File: config.mk
export PLATFORM = sky130hd
export DESIGN_NAME = jvrg_ctrl
export DESIGN_NICKNAME = d
export VERILOG_FILES = /design/src/design/jvrg_pkg.sv /design/src/design/jvrg_ctrl.sv
export SDC_FILE = /design/constraint.sdc
export NUM_CORES = 1
export LEC_CHECK = 0
export BUFFER_PORTS_ARGS = -buffer_cell sky130_fd_sc_hd__buf_2
export CAP_MARGIN = 5
export CORE_MARGIN = 5
export CORE_UTILIZATION = 45
export DETAILED_ROUTE_END_ITERATION = 7
export PLACE_DENSITY_LB_ADDON = 0.12
export SETUP_SLACK_MARGIN = 0.15
export SYNTH_ARGS = -nofsm -noshare
export SYNTH_HDL_FRONTEND = slang
export SYNTH_SLANG_ARGS = --single-unit
File: constraint.sdc
create_clock -name i_clk -period 2 [get_ports i_clk]
set_clock_uncertainty 0.15 [all_clocks]
set_input_delay 0 -clock i_clk [delete_from_list [all_inputs] [get_ports i_clk]]
set_output_delay 0 -clock i_clk [all_outputs]
set_load 0.05 [all_outputs]
File: src/design/jvrg_pkg.sv
// shared types and constants for the jog velocity ramp generator
// transfer structs, controller/datapath command and status, state codes
package jvrg_pkg;

    // fixed-point widths
    localparam int VEL_W  = 32;   // Q24.8 velocity and acceleration
    localparam int POS_W  = 48;   // Q32.16 command position
    localparam int DT_W   = 24;   // Q0.24 tick length
    localparam int DV_W   = 33;   // rounded velocity step
    localparam int INC_W  = 52;   // position increment accumulator
    localparam int MUL_W  = 33;   // multiplier operand width
    localparam int PROD_W = 66;   // multiplier product width
    localparam int DIV_N  = 71;   // divider dividend and quotient width
    localparam int DIV_D  = 33;   // divider divisor width
    localparam int DIV_CW = 7;    // divider step counter width

    // configuration register indexes
    localparam logic [1:0] CFG_JOG_SPEED   = 2'd0;
    localparam logic [1:0] CFG_JOG_ACCEL   = 2'd1;
    localparam logic [1:0] CFG_TICK_PERIOD = 2'd2;

    // configuration reset values
    localparam logic [VEL_W-1:0] JOG_ACCEL_RST   = 32'd256;
    localparam logic [DT_W-1:0]  TICK_PERIOD_RST = 24'd16777;

    // item operation codes
    localparam logic [1:0] OP_TICK  = 2'd0;
    localparam logic [1:0] OP_START = 2'd1;
    localparam logic [1:0] OP_LOAD  = 2'd2;
    localparam logic [1:0] OP_NOP   = 2'd3;

    typedef enum logic [1:0] {
        MOTION_IDLE     = 2'd0,
        MOTION_JOG      = 2'd1,
        MOTION_STOPPING = 2'd2
    } t_mode;

    typedef enum logic [4:0] {
        ST_IDLE, ST_EXEC, ST_C1, ST_C2, ST_C3,
        ST_A1, ST_A2, ST_M1, ST_M2, ST_M3, ST_FIN_M,
        ST_Q0, ST_QW, ST_Q1, ST_Q2, ST_Q3, ST_Q4, ST_FIN_S,
        ST_VV, ST_SD, ST_SW, ST_S1, ST_FIN_Z, ST_DONE
    } t_state;

    typedef enum logic [3:0] {
        MUL_NONE, MUL_ADT, MUL_DTDT, MUL_SDT, MUL_VDT,
        MUL_ADT2, MUL_SVQ, MUL_SDTQ, MUL_VV
    } t_mul_sel;

    typedef enum logic [2:0] {
        INC_HOLD, INC_CLR, INC_LD16, INC_LD17,
        INC_ADD16, INC_ADD17, INC_SUB17, INC_STOP
    } t_inc_op;

    typedef enum logic [1:0] {
        POS_HOLD, POS_ADD, POS_LOAD
    } t_pos_op;

    typedef enum logic [2:0] {
        VEL_HOLD, VEL_ZERO, VEL_S, VEL_ADD_DV, VEL_SUB_DV
    } t_vel_op;

    typedef enum logic {
        DIV_Q, DIV_STOP
    } t_div_sel;

    typedef struct packed {
        logic [1:0]              op;
        logic signed [31:0]      load_pos;
        logic                    limit_left;
        logic                    limit_right;
        logic                    stop_request;
    } t_in_item;

    typedef struct packed {
        logic signed [31:0]      target_pos;
        logic signed [31:0]      speed_now;
        logic [1:0]              motion_mode;
    } t_out_item;

    typedef struct packed {
        logic     ld_item;
        logic     ld_out;
        t_mul_sel mul_sel;
        logic     ld_dv;
        logic     ld_dt2;
        t_inc_op  inc_op;
        t_pos_op  pos_op;
        t_vel_op  vel_op;
        logic     div_start;
        t_div_sel div_sel;
        logic     ld_q;
    } t_dp_cmd;

    typedef struct packed {
        logic s_pos;
        logic s_neg;
        logic a_zero;
        logic v_ge_s;
        logic vpd_gt_s;
        logic decel_stop;
        logic div_busy;
    } t_dp_stat;

endpackage

File: src/design/jvrg_ctrl.sv
// controller: item sequencing, motion mode and result handshake
// depends on jvrg_pkg; drives the datapath command struct
module jvrg_ctrl (
    input  logic                  i_clk,
    input  logic                  i_rst_n,
    input  logic                  i_in_valid,
    output logic                  o_in_stall,
    input  jvrg_pkg::t_in_item    i_item,
    input  logic                  i_out_stall,
    output logic                  o_out_valid,
    output logic [1:0]            o_motion_mode,
    input  jvrg_pkg::t_dp_stat    i_stat,
    output jvrg_pkg::t_dp_cmd     o_cmd
);
    import jvrg_pkg::*;

    t_state     r_state;
    t_state     n_state;
    t_mode      r_mode;
    t_mode      n_mode;
    logic       r_decel;
    logic       n_decel;
    logic [1:0] r_op;
    logic       r_ll;
    logic       r_lr;
    logic       r_stop;
    logic       r_out_valid;
    t_mode      r_out_mode;

    logic accept;
    logic out_free;
    logic limit_hit;
    logic moving;

    assign o_in_stall = (r_state != ST_IDLE);
    assign accept     = i_in_valid && !o_in_stall;
    assign out_free   = !r_out_valid || !i_out_stall;
    assign limit_hit  = (r_ll && i_stat.s_neg) || (r_lr && i_stat.s_pos);
    assign moving     = ((r_mode == MOTION_JOG) && !limit_hit) || (r_mode == MOTION_STOPPING);

    // next state
    always_comb begin
        n_state = r_state;
        unique case (r_state)
            ST_IDLE:  if (accept) n_state = ST_EXEC;
            ST_EXEC:  n_state = ((r_op == OP_TICK) && moving) ? ST_C1 : ST_DONE;
            ST_C1:    n_state = ST_C2;
            ST_C2:    n_state = ST_C3;
            ST_C3: begin
                priority if (r_decel && i_stat.decel_stop) begin
                    n_state = i_stat.a_zero ? ST_FIN_Z : ST_VV;
                end else if (r_decel) begin
                    n_state = ST_M1;
                end else if (i_stat.v_ge_s) begin
                    n_state = ST_A1;
                end else if (i_stat.vpd_gt_s && !i_stat.a_zero) begin
                    n_state = ST_Q0;
                end else begin
                    n_state = ST_M1;
                end
            end
            ST_A1:    n_state = ST_A2;
            ST_A2:    n_state = ST_FIN_S;
            ST_M1:    n_state = ST_M2;
            ST_M2:    n_state = ST_M3;
            ST_M3:    n_state = ST_FIN_M;
            ST_FIN_M: n_state = ST_DONE;
            ST_Q0:    n_state = ST_QW;
            ST_QW:    if (!i_stat.div_busy) n_state = ST_Q1;
            ST_Q1:    n_state = ST_Q2;
            ST_Q2:    n_state = ST_Q3;
            ST_Q3:    n_state = ST_Q4;
            ST_Q4:    n_state = ST_FIN_S;
            ST_FIN_S: n_state = ST_DONE;
            ST_VV:    n_state = ST_SD;
            ST_SD:    n_state = ST_SW;
            ST_SW:    if (!i_stat.div_busy) n_state = ST_S1;
            ST_S1:    n_state = ST_FIN_Z;
            ST_FIN_Z: n_state = ST_DONE;
            ST_DONE:  if (out_free) n_state = ST_IDLE;
            default:  n_state = ST_IDLE;
        endcase
    end

    // datapath commands and mode updates
    always_comb begin
        o_cmd.ld_item   = accept;
        o_cmd.ld_out    = 1'b0;
        o_cmd.mul_sel   = MUL_NONE;
        o_cmd.ld_dv     = 1'b0;
        o_cmd.ld_dt2    = 1'b0;
        o_cmd.inc_op    = INC_HOLD;
        o_cmd.pos_op    = POS_HOLD;
        o_cmd.vel_op    = VEL_HOLD;
        o_cmd.div_start = 1'b0;
        o_cmd.div_sel   = DIV_Q;
        o_cmd.ld_q      = 1'b0;
        n_mode          = r_mode;
        n_decel         = r_decel;
        unique case (r_state)
            ST_EXEC: begin
                unique case (r_op)
                    OP_TICK: begin
                        n_decel = (r_mode == MOTION_STOPPING) ||
                                  ((r_mode == MOTION_JOG) && r_stop);
                        if (r_mode == MOTION_JOG) begin
                            if (limit_hit) n_mode = MOTION_IDLE;
                        end else if (r_mode != MOTION_STOPPING) begin
                            o_cmd.vel_op = VEL_ZERO;
                            n_mode       = MOTION_IDLE;
                        end
                    end
                    OP_START: n_mode = MOTION_JOG;
                    OP_LOAD:  o_cmd.pos_op = POS_LOAD;
                    OP_NOP: ;
                endcase
            end
            ST_C1: o_cmd.mul_sel = MUL_ADT;
            ST_C2: begin
                o_cmd.ld_dv   = 1'b1;
                o_cmd.mul_sel = MUL_DTDT;
            end
            ST_C3: begin
                o_cmd.ld_dt2 = 1'b1;
                // stop with zero acceleration moves nothing
                if (r_decel && i_stat.decel_stop && i_stat.a_zero) o_cmd.inc_op = INC_CLR;
            end
            ST_A1: o_cmd.mul_sel = MUL_SDT;
            ST_A2: o_cmd.inc_op  = INC_LD16;
            ST_M1: o_cmd.mul_sel = MUL_VDT;
            ST_M2: begin
                o_cmd.inc_op  = INC_LD16;
                o_cmd.mul_sel = MUL_ADT2;
            end
            ST_M3: o_cmd.inc_op = r_decel ? INC_SUB17 : INC_ADD17;
            ST_FIN_M: begin
                o_cmd.pos_op = POS_ADD;
                o_cmd.vel_op = r_decel ? VEL_SUB_DV : VEL_ADD_DV;
                if (r_decel) n_mode = MOTION_STOPPING;
            end
            ST_Q0: begin
                o_cmd.div_start = 1'b1;
                o_cmd.div_sel   = DIV_Q;
            end
            ST_Q1: o_cmd.ld_q    = 1'b1;
            ST_Q2: o_cmd.mul_sel = MUL_SVQ;
            ST_Q3: begin
                o_cmd.inc_op  = INC_LD17;
                o_cmd.mul_sel = MUL_SDTQ;
            end
            ST_Q4: o_cmd.inc_op = INC_ADD16;
            ST_FIN_S: begin
                o_cmd.pos_op = POS_ADD;
                o_cmd.vel_op = VEL_S;
            end
            ST_VV: o_cmd.mul_sel = MUL_VV;
            ST_SD: begin
                o_cmd.div_start = 1'b1;
                o_cmd.div_sel   = DIV_STOP;
            end
            ST_S1: o_cmd.inc_op = INC_STOP;
            ST_FIN_Z: begin
                o_cmd.pos_op = POS_ADD;
                o_cmd.vel_op = VEL_ZERO;
                n_mode       = (r_mode == MOTION_JOG) ? MOTION_STOPPING : MOTION_IDLE;
            end
            ST_DONE: o_cmd.ld_out = out_free;
            default: ;
        endcase
    end

    // control registers
    always_ff @(posedge i_clk) begin
        if (!i_rst_n) begin
            r_state     <= ST_IDLE;
            r_mode      <= MOTION_IDLE;
            r_decel     <= 1'b0;
            r_out_valid <= 1'b0;
        end else begin
            r_state <= n_state;
            r_mode  <= n_mode;
            r_decel <= n_decel;
            if (o_cmd.ld_out) begin
                r_out_valid <= 1'b1;
            end else if (!i_out_stall) begin
                r_out_valid <= 1'b0;
            end
        end
    end

    // captured item flags and result mode
    always_ff @(posedge i_clk) begin
        if (accept) begin
            r_op   <= i_item.op;
            r_ll   <= i_item.limit_left;
            r_lr   <= i_item.limit_right;
            r_stop <= i_item.stop_request;
        end
        if (o_cmd.ld_out) begin
            r_out_mode <= r_mode;
        end
    end

    assign o_out_valid   = r_out_valid;
    assign o_motion_mode = r_out_mode;

endmodule
==> results.md <==
- Post-synth top cells: nor2_1 (27), nand2_1 (26), a21oi_1 (12)
- Post-Syn Instances: 178
- FF-to-FF path depth: 6
- Pwr Total: 0.00267 W
- H-tree lvl count: 1
- CTS Buf Count: 3
- Metal1 wirelength: 1.76 mm
- CP Launch Type: flop
- Non-filler instance count after layout: 276
- DR vias/cell: 5.78
- Synthesized area: 0.00136 mm^2
- Critical path fanouts, max: 11
- Worst Setup EP: o_cmd[8]
- Total clock sinks: 16
- Critical Path RT: 1.85 ns
- DP Cell Count: 252
- Critical path class: flop to output port
- EDFF count, synth: 7
- RePlAce Congestion: 0.887
- P&R area growth vs syn: 53.3%
- Drt drc: 0
- Total congestion overflow: 0
- Clk slew on worst S/H paths: 0.10 ns
- Fmax achieved: 542 MHz
- Power per cell area: 1280 mW/mm^2
- Die Footprint: 0.00423 mm^2
- ANT cells: 0
- Met3 WL: 302 um
- Via count: 1,596
- Max_slew headroom: 72.3%
- Area leader, netlist: edfxtp_1
- DRT Pass-1 Iters: 4
- Initial antenna violation count: 0
- Final Hold Violating Endpoints: 0
- Hold Path Class: primary input to flop
- Count leader, synth: nor2_1
- R2R Path Start: r_state[2]$_SDFFE_PN0P_
- Asr flop ratio synth: 0%
- Setup TNS: 0 ns
- Synth warn: 0
- Dpl hpwl: 3.01 mm
- Clock Path Buffers: 2
- Final WS setup: 0.156 ns
- Latest clock arrival within the worst-skew pair: 0.29 ns
- Top routing layer used: met4
- Top FF cell, synth: dfxtp_1
- Core area: 0.00298 mm^2
- IO Pins: 71
- Routed length on met2: 2.31 mm
- Netlist cell types: 55
- Overall Global Routing Usage: 20.5%
- Post-synthesis sequential area ratio: 28.7%
- Initial Util: 45.7%
- First-pass GRT wire length: 6.90 mm
- Worst setup startpoint: r_state[2]$_SDFFE_PN0P_
- Worst EP arrival: 1.69 ns
- #FFs+latches synth: 16
- FF-to-FF End: r_state[4]$_SDFFE_PN0P_
- Pre-CTS setup slack: 0.0735 ns
- Run status: finished, final reports clean
- Min cycle time layout: 1.84 ns
- Die W: 65 um
- Die H: 65 um
- TritonCTS clock tree: done
- Worst-Margin Slew: 0.411 ns
- Pin count of the biggest net entering global routing: 16
- WL final: 4.50 mm
- DRT iter0 DRCs: 152
- Final net count: 294
- CP endpoint kind: output port
- R2R setup slack: 0.22 ns
- I/O Buffers: 38
- Share of post-route cells with drive strength above 1: 46.1%
- Max IR drop VDD: 1.08 mV
- Final Cycle Share: 92.2%
- Post-route ant nets: 0
- Setup violations, final: 0
- Post-Syn Area per Cell: 7.65 um^2
- Rows: 20
- Avg WL per Cell: 16.3 um
- Top cell type's share of synthesized area: 15.4%
- Slew Limit Fails: 0
- Mapped Nets: 228
- Leakage: 0.873 nW
- Vias in the first global route: 1,505
- Max Cap Viol: 0
- Synth area leaders: edfxtp_1 (15%), dfxtp_1 (13%), nor2_1 (7.4%)
- Root Driver: clkbuf_4
- RSZ-0062 raised after global routing: yes
==> critical path: stages, from the launching register on <==
cell     delay [ns]
dfxtp_4        0.36
buf_6          0.14
buf_12         0.15
nor2_4         0.11
nand2_2        0.08
a21oi_2        0.16
a21oi_1        0.07
o21ai_2        0.15
buf_6          0.18
==> worst min path at each step <==
stage / cells past startpoint / slack [ns] / start / end
4_1_cts: 2 / 0.03 / i_in_valid / r_stop$_DFFE_PP_
3_5_place_dp: 1 / 0.03 / i_item[2] / r_ll$_DFFE_PP_
3_3_place_gp: 1 / 0.03 / i_item[2] / r_ll$_DFFE_PP_
5_1_grt: 2 / 0.05 / i_in_valid / r_ll$_DFFE_PP_
2_1_floorplan: 0 / -0.05 / i_item[2] / r_ll$_DFFE_PP_
6_report: 2 / 0.04 / i_in_valid / r_stop$_DFFE_PP_
==> what timing repair did <==
item	in CTS	in global routing
pin swaps	5	8
resized for setup	29	27
setup buffers	4	7
hold buffers	9	0
hold endpoints to repair	16	0
setup endpoints to repair	15	13
==> cell families (layout without fill, tap and decap cells) <==
kind of cell / after synthesis / count (layout) / share of synthesized area [%]
XOR/XNOR: 3 / 3 / 1.93
adder cells (fa/ha/maj): 2 / 2 / 1.84
multiplexers: 3 / 3 / 2.21
flip-flops: 16 / 16 / 28.7
AO/OA/AOI/OAI: 43 / 43 / 22.0
buffers and inverters: 20 / 85 / 8.46
AND/OR/NAND/NOR: 91 / 91 / 34.9
==> registers in the layout, indices dropped and copies added (netlist names) <==
register       count
r_mode             2
o_motion_mode      2
r_op               2
r_state            5
r_ll               1
r_lr               1
r_stop             1
r_decel            1
o_out_valid        1
==> cell type report <==
class	instances	area, um^2
inverters	6	22.5
flip-flops and latches	16	410
repair buffers	75	578
multi-input cells	142	998
fillers	242	891
well taps	33	41.3
clock buffers	4	36.3
==> routing by layer <==
metal | vias up | GRT usage [%]
met2 | 71 | 37.2
met1 | 738 | 24.9
met5 | - | 0
met4 | 0 | 3.69
met3 | 17 | 4.33
li1 | 770 | -
==> power breakdown <==
group / internal, W / leakage, nW / total, W / switching [W]
Clock: 0.000111 / 0.0210 / 0.000217 / 0.000106
Sequential: 0.000440 / 0.142 / 0.000563 / 0.000124
Combinational: 0.000754 / 0.710 / 0.00189 / 0.00114
Total: 0.00130 / 0.873 / 0.00267 / 0.00137
==> through the flow <==
| step | hold WS [ns] | area [um^2] | utilization [%] |
|---|---|---|---|
| finish | 0.0382 | 2090 | 70.1 |
| global route | 0.0458 | 2090 | 70.1 |
| CTS | 0.0342 | 1920 | 64.6 |
| detailed placement | 0.0281 | 1680 | 56.4 |
| global placement | 0.0274 | 1680 | 56.4 |
| floorplan | -0.0511 | 1410 | - |
==> layout by cell type, fill, tap and decap left out, types with 4 or more instances in the layout <==
| cell type | count |
|---|---|
| a21oi_1 | 10 |
| buf_2 | 29 |
| buf_4 | 23 |
| buf_6 | 8 |
| clkbuf_4 | 5 |
| dfxtp_4 | 5 |
| dlygate4sd3_1 | 9 |
| edfxtp_1 | 7 |
| inv_1 | 5 |
| nand2_1 | 23 |
| nand3_1 | 5 |
| nor2_1 | 24 |
| nor3_2 | 4 |
| o21ai_0 | 6 |
Note: power is estimated with default switching activity, not from simulation.
